`src/sv/utf8_validity_prober_core_macros.svh`:
```
// assertion macros for the utf8 validity prober
`ifndef UTF8_VALIDITY_PROBER_CORE_MACROS_SVH
`define UTF8_VALIDITY_PROBER_CORE_MACROS_SVH

`ifndef SYNTH
`define UVP_ASSERT_NEXT(label, ante, cons) \
	label: assert property (@(posedge clk) disable iff (!arst_n) (ante) |=> (cons)) \
		else $error("utf8 prober next-cycle check failed");
`define UVP_ASSERT_ALWAYS(label, expr) \
	label: assert property (@(posedge clk) disable iff (!arst_n) (expr)) \
		else $error("utf8 prober invariant failed");
`else
`define UVP_ASSERT_NEXT(label, ante, cons)
`define UVP_ASSERT_ALWAYS(label, expr)
`endif

`endif

```
`src/sv/utf8vp_pkg.sv`:
```
// types, constants and lookup tables of the utf8 validity prober
package utf8vp_pkg;

	localparam logic [3:0] ST_START = 4'd0;
	localparam logic [3:0] ST_ERROR = 4'd1;
	localparam logic [3:0] ST_FOUND = 4'd2;
	localparam logic [2:0] COUNT_MAX = 3'd6;
	localparam logic [16:0] CONF_FOUND = 17'd65536;

	typedef struct packed {
		logic [7:0] data_byte;
		logic       last_byte;
	} in_item_t;

	typedef struct packed {
		logic [3:0]  code_state;
		logic        found;
		logic [2:0]  char_length;
		logic [2:0]  multibyte_count;
		logic [16:0] confidence_q16;
	} out_item_t;

	function automatic logic [3:0] classify_byte(input logic [7:0] b);
		logic [3:0] c;
		c = 4'd0;
		case (b) inside
			8'h0E, 8'h0F, 8'h1B:  c = 4'd0;
			[8'h00:8'h7F]:        c = 4'd1;
			[8'h80:8'h83]:        c = 4'd2;
			[8'h84:8'h87]:        c = 4'd3;
			[8'h88:8'h9F]:        c = 4'd4;
			[8'hA0:8'hBF]:        c = 4'd5;
			8'hC0, 8'hC1:         c = 4'd0;
			[8'hC2:8'hDF]:        c = 4'd6;
			8'hE0:                c = 4'd7;
			8'hED:                c = 4'd9;
			[8'hE1:8'hEF]:        c = 4'd8;
			8'hF0:                c = 4'd10;
			[8'hF1:8'hF7]:        c = 4'd11;
			8'hF8:                c = 4'd12;
			[8'hF9:8'hFB]:        c = 4'd13;
			8'hFC:                c = 4'd14;
			8'hFD:                c = 4'd15;
			default:              c = 4'd0;
		endcase
		return c;
	endfunction

	function automatic logic [2:0] class_length(input logic [3:0] c);
		logic [2:0] l;
		l = 3'd0;
		unique case (c)
			4'd1:                 l = 3'd1;
			4'd6:                 l = 3'd2;
			4'd7, 4'd8, 4'd9:     l = 3'd3;
			4'd10, 4'd11:         l = 3'd4;
			4'd12, 4'd13:         l = 3'd5;
			4'd14, 4'd15:         l = 3'd6;
			default:              l = 3'd0;
		endcase
		return l;
	endfunction

	function automatic logic [3:0] start_next(input logic [3:0] c);
		logic [3:0] n;
		n = ST_ERROR;
		unique case (c)
			4'd1:    n = ST_START;
			4'd6:    n = 4'd12;
			4'd7:    n = 4'd10;
			4'd8:    n = 4'd9;
			4'd9:    n = 4'd11;
			4'd10:   n = 4'd8;
			4'd11:   n = 4'd7;
			4'd12:   n = 4'd6;
			4'd13:   n = 4'd5;
			4'd14:   n = 4'd4;
			4'd15:   n = 4'd3;
			default: n = ST_ERROR;
		endcase
		return n;
	endfunction

	function automatic logic [3:0] advance_state(input logic [3:0] s, input logic [3:0] c);
		logic [3:0] n;
		logic       cont;
		logic       low;
		cont = (c >= 4'd2) && (c <= 4'd5);
		low  = (c >= 4'd2) && (c <= 4'd4);
		n = ST_ERROR;
		unique case (s)
			ST_START: n = start_next(c);
			ST_ERROR: n = ST_ERROR;
			ST_FOUND: n = ST_FOUND;
			4'd3:     n = cont ? 4'd5 : ST_ERROR;
			4'd4:     n = (c == 4'd3 || c == 4'd4 || c == 4'd5) ? 4'd5 : ST_ERROR;
			4'd5:     n = cont ? 4'd7 : ST_ERROR;
			4'd6:     n = (c == 4'd4 || c == 4'd5) ? 4'd7 : ST_ERROR;
			4'd7:     n = cont ? 4'd9 : ST_ERROR;
			4'd8:     n = (c == 4'd5) ? 4'd9 : ST_ERROR;
			4'd9:     n = cont ? 4'd12 : ST_ERROR;
			4'd10:    n = (c == 4'd5) ? 4'd12 : ST_ERROR;
			4'd11:    n = low ? 4'd12 : ST_ERROR;
			4'd12:    n = cont ? ST_START : ST_ERROR;
			default:  n = ST_ERROR;
		endcase
		return n;
	endfunction

	function automatic logic [16:0] confidence(input logic [2:0] cnt);
		logic [16:0] q;
		q = 17'd64881;
		unique case (cnt)
			3'd0:    q = 17'd655;
			3'd1:    q = 17'd33096;
			3'd2:    q = 17'd49316;
			3'd3:    q = 17'd57426;
			3'd4:    q = 17'd61481;
			3'd5:    q = 17'd63508;
			default: q = 17'd64881;
		endcase
		return q;
	endfunction

endpackage

```
`src/sv/utf8vp_classifier.sv`:
```
// byte classifier: maps a raw byte to its 4-bit coding class
module utf8vp_classifier import utf8vp_pkg::*; (
	input  logic [7:0] data_byte,
	output logic [3:0] byte_cls
);

	assign byte_cls = classify_byte(data_byte);

endmodule

```
`src/sv/utf8vp_machine.sv`:
```
// coding state machine, length latch and wide character counter
`include "utf8_validity_prober_core_macros.svh"

module utf8vp_machine import utf8vp_pkg::*; (
	input  logic       clk,
	input  logic       arst_n,
	input  logic       accept,
	input  logic       last_byte,
	input  logic [3:0] byte_cls,
	output out_item_t  result
);

	logic [3:0] state_q;
	logic [2:0] length_q;
	logic [2:0] count_q;

	logic [3:0] state_d;
	logic [2:0] length_d;
	logic [2:0] count_d;

	always_comb begin
		length_d = (state_q == ST_START) ? class_length(byte_cls) : length_q;
		state_d  = advance_state(state_q, byte_cls);
		count_d  = count_q;
		if (state_d == ST_START && length_d > 3'd2 && count_q < COUNT_MAX) begin
			count_d = count_q + 3'd1;
		end
	end

	always_comb begin
		result.code_state      = state_d;
		result.found           = (state_d == ST_FOUND);
		result.char_length     = length_d;
		result.multibyte_count = count_d;
		result.confidence_q16  = (state_d == ST_FOUND) ? CONF_FOUND : confidence(count_d);
	end

	always_ff @(posedge clk or negedge arst_n) begin
		if (!arst_n) begin
			state_q  <= ST_START;
			length_q <= 3'd0;
			count_q  <= 3'd0;
		end else if (accept) begin
			if (last_byte) begin
				state_q  <= ST_START;
				length_q <= 3'd0;
				count_q  <= 3'd0;
			end else begin
				state_q  <= state_d;
				length_q <= length_d;
				count_q  <= count_d;
			end
		end
	end

	`UVP_ASSERT_NEXT(a_last_resets, accept && last_byte, state_q == ST_START && count_q == 3'd0)
	`UVP_ASSERT_NEXT(a_error_sticky, accept && !last_byte && state_q == ST_ERROR, state_q == ST_ERROR)
	`UVP_ASSERT_NEXT(a_count_monotonic, accept && !last_byte, count_q >= $past(count_q))
	`UVP_ASSERT_ALWAYS(a_count_bound, count_q <= COUNT_MAX && state_q <= 4'd12)

endmodule

```
`src/sv/utf8_validity_prober_core.sv`:
```
// utf8 validity prober top level: input handshake, state machine and result register
//
// byte channel: byte_valid / byte_stall / byte_data carry one text byte and its
// last-byte mark per transfer. result channel: result_valid / result_stall /
// result_data carry the coding state, found flag, latched character length,
// wide character count and Q1.16 confidence after each byte.
// every accepted byte gives exactly one result, in order.
// the result of a byte is registered and presented the cycle after its transfer.
// throughput: one byte per cycle while byte_stall is low; the class lookup, state
// table lookup and counter update sit between the state and result registers.
// byte_stall rises only while a result is held and result_stall is high, so
// a new byte is taken in the same cycle the held result is transferred.
// after a byte marked last, state, length and count return to start.
// reset clears the state machine, the counter and the result valid flag.
module utf8_validity_prober_core import utf8vp_pkg::*; (
	input  logic      clk,
	input  logic      arst_n,
	input  logic      byte_valid,
	output logic      byte_stall,
	input  in_item_t  byte_data,
	output logic      result_valid,
	input  logic      result_stall,
	output out_item_t result_data
);

	logic      accept;
	logic [3:0] byte_cls;
	out_item_t next_result;
	logic      result_valid_q;
	out_item_t result_q;

	assign byte_stall = result_valid_q && result_stall;
	assign accept     = byte_valid && !byte_stall;

	utf8vp_classifier u_classifier (
		.data_byte (byte_data.data_byte),
		.byte_cls  (byte_cls)
	);

	utf8vp_machine u_machine (
		.clk       (clk),
		.arst_n    (arst_n),
		.accept    (accept),
		.last_byte (byte_data.last_byte),
		.byte_cls  (byte_cls),
		.result    (next_result)
	);

	always_ff @(posedge clk or negedge arst_n) begin
		if (!arst_n) begin
			result_valid_q <= 1'b0;
		end else if (accept) begin
			result_valid_q <= 1'b1;
		end else if (!result_stall) begin
			result_valid_q <= 1'b0;
		end
	end

	always_ff @(posedge clk) begin
		if (accept) begin
			result_q <= next_result;
		end
	end

	assign result_valid = result_valid_q;
	assign result_data  = result_q;

endmodule
```
`config.mk`:
```
export PLATFORM = sky130hd
export DESIGN_NAME = utf8_validity_prober_core
export DESIGN_NICKNAME = d
export VERILOG_FILES = /design/src/sv/utf8vp_pkg.sv /design/src/sv/utf8vp_classifier.sv /design/src/sv/utf8vp_machine.sv /design/src/sv/utf8_validity_prober_core.sv
export VERILOG_INCLUDE_DIRS = /design/src /design/src/sv
export SDC_FILE = /design/constraint.sdc
export NUM_CORES = 1
export LEC_CHECK = 0
export BUFFER_PORTS_ARGS = -buffer_cell sky130_fd_sc_hd__buf_2
export CAP_MARGIN = 15
export CORE_MARGIN = 3
export CORE_UTILIZATION = 57
export DETAILED_ROUTE_END_ITERATION = 8
export GPL_TIMING_DRIVEN = 0
export PLACE_DENSITY = 0.89
export SETUP_SLACK_MARGIN = 0.1
export SYNTH_ARGS = -nofsm -noshare
export SYNTH_HDL_FRONTEND = slang
export SYNTH_SLANG_ARGS = --single-unit
```
`constraint.sdc`:
```
create_clock -name clk -period 4.2 [get_ports clk]
set_clock_uncertainty 0.2 [all_clocks]
set_input_delay 0.84 -clock clk [delete_from_list [all_inputs] [get_ports clk]]
set_output_delay 0.84 -clock clk [all_outputs]
set_load 0.005 [all_outputs]
```
==> flow_metrics.env, run 1 <==
export IMPL_p_leak_nw=1.51
export IMPL_failed_checks="negative setup slack"
export IMPL_place_congestion=0.877
export IMPL_yosys_area_share_simple_pct=22.8
export IMPL_async_flop_share_pct=28.2
export IMPL_diodes=0
export IMPL_root_buffer="clkbuf_8"
export IMPL_route_detailed_wl_per_inst_microns=25.8
export IMPL_drc=0
export IMPL_max_stage_delay_ps=530
export IMPL_worstSetupEndpointType="register"
export IMPL_crit_path_start_kind="input port"
export IMPL_r2r_end="result_data[0]"
export IMPL_synth_fa_ha_area_share_pct=5.03
export IMPL_timing_final_ws_setup_ps=-393
export IMPL_grtUsageTotal_pct=26.1
export IMPL_timing_rr_start="u_machine.state_q[3]"
export IMPL_ctsHoldBuffers=0
export IMPL_syn_area_sq_mm=0.00273
export IMPL_synth_edf_count=28
export IMPL_synthXorXnorAreaFrac_pct=1.24
export IMPL_drive_gt1_share_pct=41.2
export IMPL_io_buffers=39
export IMPL_synth_yosys_seq_area_share_pct=40.8
export IMPL_final_nets=377
export IMPL_synth_top_family_by_area="simple AND/OR/NAND/NOR gates"
export IMPL_clk_latency_ps=320
export IMPL_fp_row_count=24
export IMPL_final_cells=406
export IMPL_rrSetupSlack_ps=290
export IMPL_tritoncts="built"
export IMPL_final_cell_mix="42 x buf_2, 28 x edfxtp_1, 21 x nand2_1"
export IMPL_pre_cts_ws_ps=-626
export IMPL_hold_class="input port to asynchronous set/reset pin"
export IMPL_finalCritPeriodShare_pct=109
export IMPL_die_w_microns=75.3
export IMPL_critPathMaxFanout=5
export IMPL_synth_distinct_cells=72
export IMPL_fin_setup_tns_ps=-5000
export IMPL_utilization_pct=83.5
export IMPL_r2r_cells=11
export IMPL_maxCapViolations=0
export IMPL_antenna_found_initial=0
export IMPL_drt_iter0_drc=580
export IMPL_initial_core_util_pct=60.7
export IMPL_grt_setup_unrepaired="yes"
export IMPL_grt_start_max_net_pins=31
export IMPL_max_freq_ghz=0.218
export IMPL_drv_slew=0
export IMPL_die_h_microns=75.3
export IMPL_power_density_mw_per_mm2=344
export IMPL_slew_limit_headroom_pct=43.8
export IMPL_grt_overflow=0
export IMPL_design_area_sq_mm=0.00376
export IMPL_dpl_cell_area_sq_mm=0.00306
export IMPL_fin_crit_ps=4590
export IMPL_worstPathRequired_ps=4130
export IMPL_critical_path_class="input port to register"
export IMPL_synth_nets=306
export IMPL_crit_slowest_cell="or4_4"
export IMPL_synth_compound_area_share_pct=22.5
export IMPL_cts_num_sinks=39
export IMPL_viasPerCell=7.47
export IMPL_syn_to_final_growth_pct=37.6
export IMPL_cts_clk_slew_worst_paths_ps=100
export IMPL_wl_mm=10.5
export IMPL_finalHoldViolCount=0
export IMPL_grt_first_pass_wirelength_mm=11.2
export IMPL_clockBufferDepth=2
export IMPL_first_global_vias=2347
export IMPL_ant_nets=0
export IMPL_setup_viol=24
export IMPL_status="finished with violations"
export IMPL_path_cells="buf_8 > or4_4 > buf_6 > mux2_4 > nor2_4 > nor2b_4 > inv_4 > ha_4 > nand2_1 > nand4b_1 > nand4_4 > nand4_1 > and4b_4 > nand4b_4 > buf_4 > nor3b_2 > nor2_1 > a21oi_1"
export IMPL_synth_area_per_cell_sq_um=9.69
export IMPL_dr_pass1_iters=8
export IMPL_placed_cells=373
export IMPL_synth_seq_cells=39
export IMPL_crit_arrival_ps=4520
export IMPL_die_area_sq_mm=0.00566
export IMPL_core_area_sq_mm=0.00450
export IMPL_ir_drop_v=0.000211
export IMPL_cts_max_level=2
export IMPL_ys_warn_count=0
export IMPL_num_vias=3031
export IMPL_synthCells=282
export IMPL_tightest_slew_ps=839
export IMPL_mostFrequentLayoutCell="buf_2"
export IMPL_numCtsBuffers=5
export IMPL_hpwl_mm=4.60
export IMPL_io_pins=43
export IMPL_ys_flop_type="edfxtp_1"
export IMPL_synth_area_mux_share_pct=1.56
[worst max path at each step]
| stage | depth (start not counted) | endpoint | from | slack [ps] |
|---|---|---|---|---|
| floorplan | 15 | result_data[4] | byte_data[3] | 4 |
| global placement | 17 | result_data[9] | byte_data[3] | -460 |
| detailed placement | 17 | result_data[9] | byte_data[3] | -630 |
| CTS | 16 | result_data[1] | byte_data[3] | -40 |
| global route | 17 | result_data[5] | byte_data[4] | -520 |
| finish | 18 | result_data[0] | byte_data[4] | -390 |
[Yosys cell counts (7+ instances only)]
cell type	instances	area, sq um
edfxtp_1	28	841
nand2_1	21	78.8
nor2_1	19	71.3
inv_1	15	56.3
a21oi_1	14	70.1
nor3_1	13	65.1
o21ai_0	13	65.1
dfrtp_1	11	275
ha_1	11	138
buf_2	10	50.1
clkbuf_1	9	33.8
nand3_1	9	45.0
a22o_1	7	61.3
nor2b_1	7	43.8
[power breakdown]
group	switching, mW	internal, mW	total (mW)
registers	0.0203	0.457	0.477
clock network	0.149	0.238	0.387
logic	0.256	0.172	0.428
[through the flow]
stage | hold slack [ps] | total power, mW
6_report | 189 | 1.29
4_1_cts | 213 | 1.18
5_1_grt | 206 | 1.33
2_1_floorplan | 273 | 0.689
3_5_place_dp | 297 | 0.775
3_3_place_gp | 290 | 0.765
[cell type report]
| cell class | instances | area (sq um) |
|---|---|---|
| buffer | 20 | 128 |
| clock buffer | 6 | 72.6 |
| clock inverter | 2 | 60.1 |
| fill | 206 | 743 |
| inverter | 17 | 71.3 |
| multi-input combinational | 206 | 1780 |
| sequential | 39 | 1120 |
| tap | 52 | 65.1 |
| timing repair buffer | 64 | 473 |
[kinds of logic (layout without fill, tap and decap cells)]
kind of cell | after synthesis | count (layout)
AOI/OAI and AO/OA | 79 | 79
buffers and inverters | 37 | 109
muxes | 4 | 4
and+or+nand+nor | 109 | 109
adders and majority gates | 11 | 11
xor gates and xnor gates | 3 | 3
DFF | 39 | 39
[worst max-delay path, delay by kind of cell]
kind	cells	cell delay, ps
AOI/OAI and AO/OA	1	280
and+or+nand+nor	11	2500
muxes	1	300
adders and majority gates	1	130
buffers and inverters	4	470
[state kept, by name, indices dropped and copies added, names as in the netlist]
| signal | cells |
|---|---|
| u_machine.state_q | 4 |
| result_valid | 1 |
| result_data | 28 |
| u_machine.count_q | 3 |
| u_machine.length_q | 3 |
[routing by layer]
metal	vias to the layer above	share of wire (%)	GRT usage [%]
li1	1209	-	-
met1	1359	33	31.4
met2	347	44	46.1
met3	116	14	4.94
met4	0	8.5	9.71
met5	-	0	0
[what timing repair did]
action                                  in CTS  in global routing
cloned                                       1                  0
gates resized for setup                     34                 36
endpoints found under the setup margin      22                 22
pin swaps                                    9                 21
setup buffers                               12                 12
No activity file was read; power rests on OpenSTA's default activity.
==> inputs of run 2 (changes only) <==
--- a/config.mk
+++ b/config.mk
@@ -16,4 +16,5 @@
 export SETUP_SLACK_MARGIN = 0.1
 export SYNTH_ARGS = -nofsm -noshare
 export SYNTH_HDL_FRONTEND = slang
+export SYNTH_HIERARCHICAL = 1
 export SYNTH_SLANG_ARGS = --single-unit
==> run 2 against run 1 <==
  * The flow still finishes with violations (negative setup slack)
  * Power decreased by 1.9%
  * Count of clock-buffer cells in the layout decreased by 1
  * Die area increased by 2.2%
  * Via count decreased by 7.2%
  * Clock power decreased by 17%
  * Critical path depth decreased by 1
  * Sequential power decreased by 1%
  * Combinational power increased by 11%
  * First-iteration DRC count decreased by 39%
  * Critical endpoint is now result_data[1]
  * Largest power group is now combinational cells
==> flow_metrics.env, run 2 <==
export IMPL_status="finished with violations"
export IMPL_failed_checks="negative setup slack"
export IMPL_power_density_mw_per_mm2=331
export IMPL_p_int_uw=831
export IMPL_synth_yosys_seq_area_share_pct=39.9
export IMPL_num_vias=2813
export IMPL_critical_path_class="input port to register"
export IMPL_cts_clk_slew_worst_paths_ps=80
export IMPL_pwr_share_comb_pct=37.5
export IMPL_post_synth_top_count_cell="edfxtp_1"
export IMPL_die_h_microns=76.1
export IMPL_fin_crit_ps=4270
export IMPL_setup_viol=4
export IMPL_synth_edf_count=28
export IMPL_timing_final_ws_setup_ps=-68.4
export IMPL_finalCritPeriodShare_pct=102
export IMPL_final_cell_mix="41 x buf_2, 28 x edfxtp_1, 22 x buf_4"
export IMPL_first_global_vias=2289
export IMPL_grt_overflow=0
export IMPL_power_switching_uw=437
export IMPL_viasPerCell=6.56
export IMPL_worstSetupEndpointType="register"
export IMPL_die_area_sq_mm=0.00579
export IMPL_synth_area_per_cell_sq_um=9.72
export IMPL_finalHoldViolCount=0
export IMPL_crit_path_start_kind="input port"
export IMPL_dr_pass1_iters=6
export IMPL_drc=0
export IMPL_synth_commonest_cells="28 x edfxtp_1, 23 x inv_1, 20 x a21oi_1, 20 x nand2_1, 17 x nor2_1"
export IMPL_synth_nets=311
export IMPL_drt_iter0_drc=352
export IMPL_hpwl_mm=4.42
export IMPL_synth_seq_cells=39
export IMPL_cts_num_sinks=39
export IMPL_tightest_slew_ps=720
export IMPL_power_frac_seq_pct=37.1
export IMPL_syn_to_final_growth_pct=36.7
export IMPL_worstPathRequired_ps=4110
export IMPL_critPathMaxFanout=9
export IMPL_io_pins=43
export IMPL_finalHoldWorstSlack_ps=208
export IMPL_ys_warn_count=6
export IMPL_fin_setup_tns_ps=-114
export IMPL_clockBufferDepth=2
export IMPL_ir_drop_v=0.000310
export IMPL_async_flop_share_pct=28.2
export IMPL_power_frac_clock_pct=25.3
export IMPL_grt_setup_unrepaired="yes"
export IMPL_rrSetupSlack_ps=780
export IMPL_diodes=0
export IMPL_wl_mm=8.77
export IMPL_place_congestion=0.897
export IMPL_synthDominantCellAreaShare_pct=30.0
export IMPL_synthCells=288
export IMPL_slew_limit_headroom_pct=51.8
export IMPL_initial_core_util_pct=61.7
export IMPL_swShare_pct=34.5
export IMPL_syn_area_sq_mm=0.00280
export IMPL_mostFrequentLayoutCell="buf_2"
export IMPL_max_freq_ghz=0.234
export IMPL_ys_flop_type="edfxtp_1"
export IMPL_r2r_cells=10
export IMPL_crit_arrival_ps=4180
export IMPL_die_w_microns=76.1
export IMPL_hold_class="input port to asynchronous set/reset pin"
export IMPL_io_buffers=40
export IMPL_antenna_found_initial=0
export IMPL_clk_latency_ps=300
export IMPL_drv_slew=0
export IMPL_fp_row_count=24
export IMPL_drive_gt1_share_pct=41.8
export IMPL_tritoncts="built"
export IMPL_cts_max_level=2
export IMPL_final_nets=386
export IMPL_utilization_pct=84.4
export IMPL_synth_distinct_cells=71
export IMPL_ant_nets=0
export IMPL_r2r_end="result_data[15]"
export IMPL_route_detailed_wl_per_inst_microns=20.4
export IMPL_root_buffer="clkbuf_8"
export IMPL_p_leak_nw=1.57
export IMPL_core_area_sq_mm=0.00453
export IMPL_grt_start_max_net_pins=21
export IMPL_grtUsageTotal_pct=24.7
export IMPL_maxCapViolations=0
export IMPL_numCtsBuffers=5
export IMPL_yosysTopAreaCell="edfxtp_1"
export IMPL_synth_area_leaders="edfxtp_1 30%, dfrtp_1 9.8%, ha_1 4.5%"
export IMPL_largest_reg_flops=28
export IMPL_timing_rr_start="u_machine/state_q[1]"
export IMPL_grt_first_pass_wirelength_mm=11.6
[run 2: cell types whose count changed in the layout (fill, tap and decap cells not counted), sizes merged, moves of 4 or more]
cell / delta
a211oi: +5
a21oi: +6
a22o: -7
buf: +9
clkbuf: -6
inv: +9
nand2b: +5
nor2b: -4
nor3: -4
o22ai: +9
o31ai: -4
[run 2: per-layer routing]
layer,GRT usage [%],vias up,routed length (microns)
met2,37.8,241,4200
li1,-,1214,-
met3,4.73,56,802
met4,10.9,0,390
met1,34.2,1302,3370
met5,0,-,0
[run 2: cell families after synthesis]
family	share of synthesized area, %
compound gates	21.2
xor+xnor	1.61
fa+ha+maj	5.23
buf+inv	9.12
flops	39.9
mux	1.83
simple gates	21.1
[run 2: layout make-up]
cell class                      count  area, sq um
Buffer                             20          185
Clock buffer                        5         68.8
Clock inverter                      3         43.8
Fill cell                         227          708
Inverter                           26          105
Multi-Input combinational cell    203         1750
Sequential cell                    39         1120
Tap cell                           65         81.3
Timing Repair Buffer               68          479
[run 2: worst max-delay path by stage]
stage | startpoint | to | cells past startpoint
6_report | byte_data[3] | result_data[1] | 17
5_1_grt | byte_data[5] | result_data[1] | 18
2_1_floorplan | byte_data[4] | result_data[4] | 15
3_3_place_gp | byte_data[5] | result_data[6] | 17
3_5_place_dp | byte_data[5] | result_data[1] | 17
4_1_cts | byte_data[7] | result_data[4] | 15
[run 2: timing repair]
| action | 4_1_cts | 5_1_grt |
|---|---|---|
| gates resized for setup | 23 | 40 |
| endpoints found under the hold margin | 0 | 0 |
| buffers inserted | 16 | 11 |
| hold buffers | 0 | 0 |
| pin swaps | 15 | 16 |
| endpoints found under the setup margin | 24 | 19 |
[run 2: metrics by stage]
step | power, mW | instances | instance area (sq um) | worst slack, ps
4_1_cts | 1.18 | 418 | 3580 | 100
3_3_place_gp | 0.803 | 393 | 3200 | -551
3_5_place_dp | 0.816 | 394 | 3210 | -657
6_report | 1.27 | 429 | 3830 | -68.4
2_1_floorplan | 0.729 | 288 | 2920 | -85.2
5_1_grt | 1.30 | 429 | 3830 | -175
[run 2: power groups by stage]
stage | clock [mW] | combinational [mW] | sequential [mW]
2_1_floorplan | 0 | 0.250 | 0.479
3_3_place_gp | 0 | 0.328 | 0.476
3_5_place_dp | 0 | 0.340 | 0.476
4_1_cts | 0.320 | 0.393 | 0.469
5_1_grt | 0.334 | 0.496 | 0.474
6_report | 0.321 | 0.476 | 0.471
[run 2: worst max-delay path: stages]
cell and delay, ps:
buf_4 140, or4_1 510, a211o_1 300, o221ai_4 110
inv_4 90, ha_4 190, nor3_4 210, a2111oi_4 70
o21ai_2 210, o41ai_4 120, buf_4 180, nor3_4 240
buf_6 160, nand3_4 110, xnor2_4 260, inv_2 110
nor4b_2 310
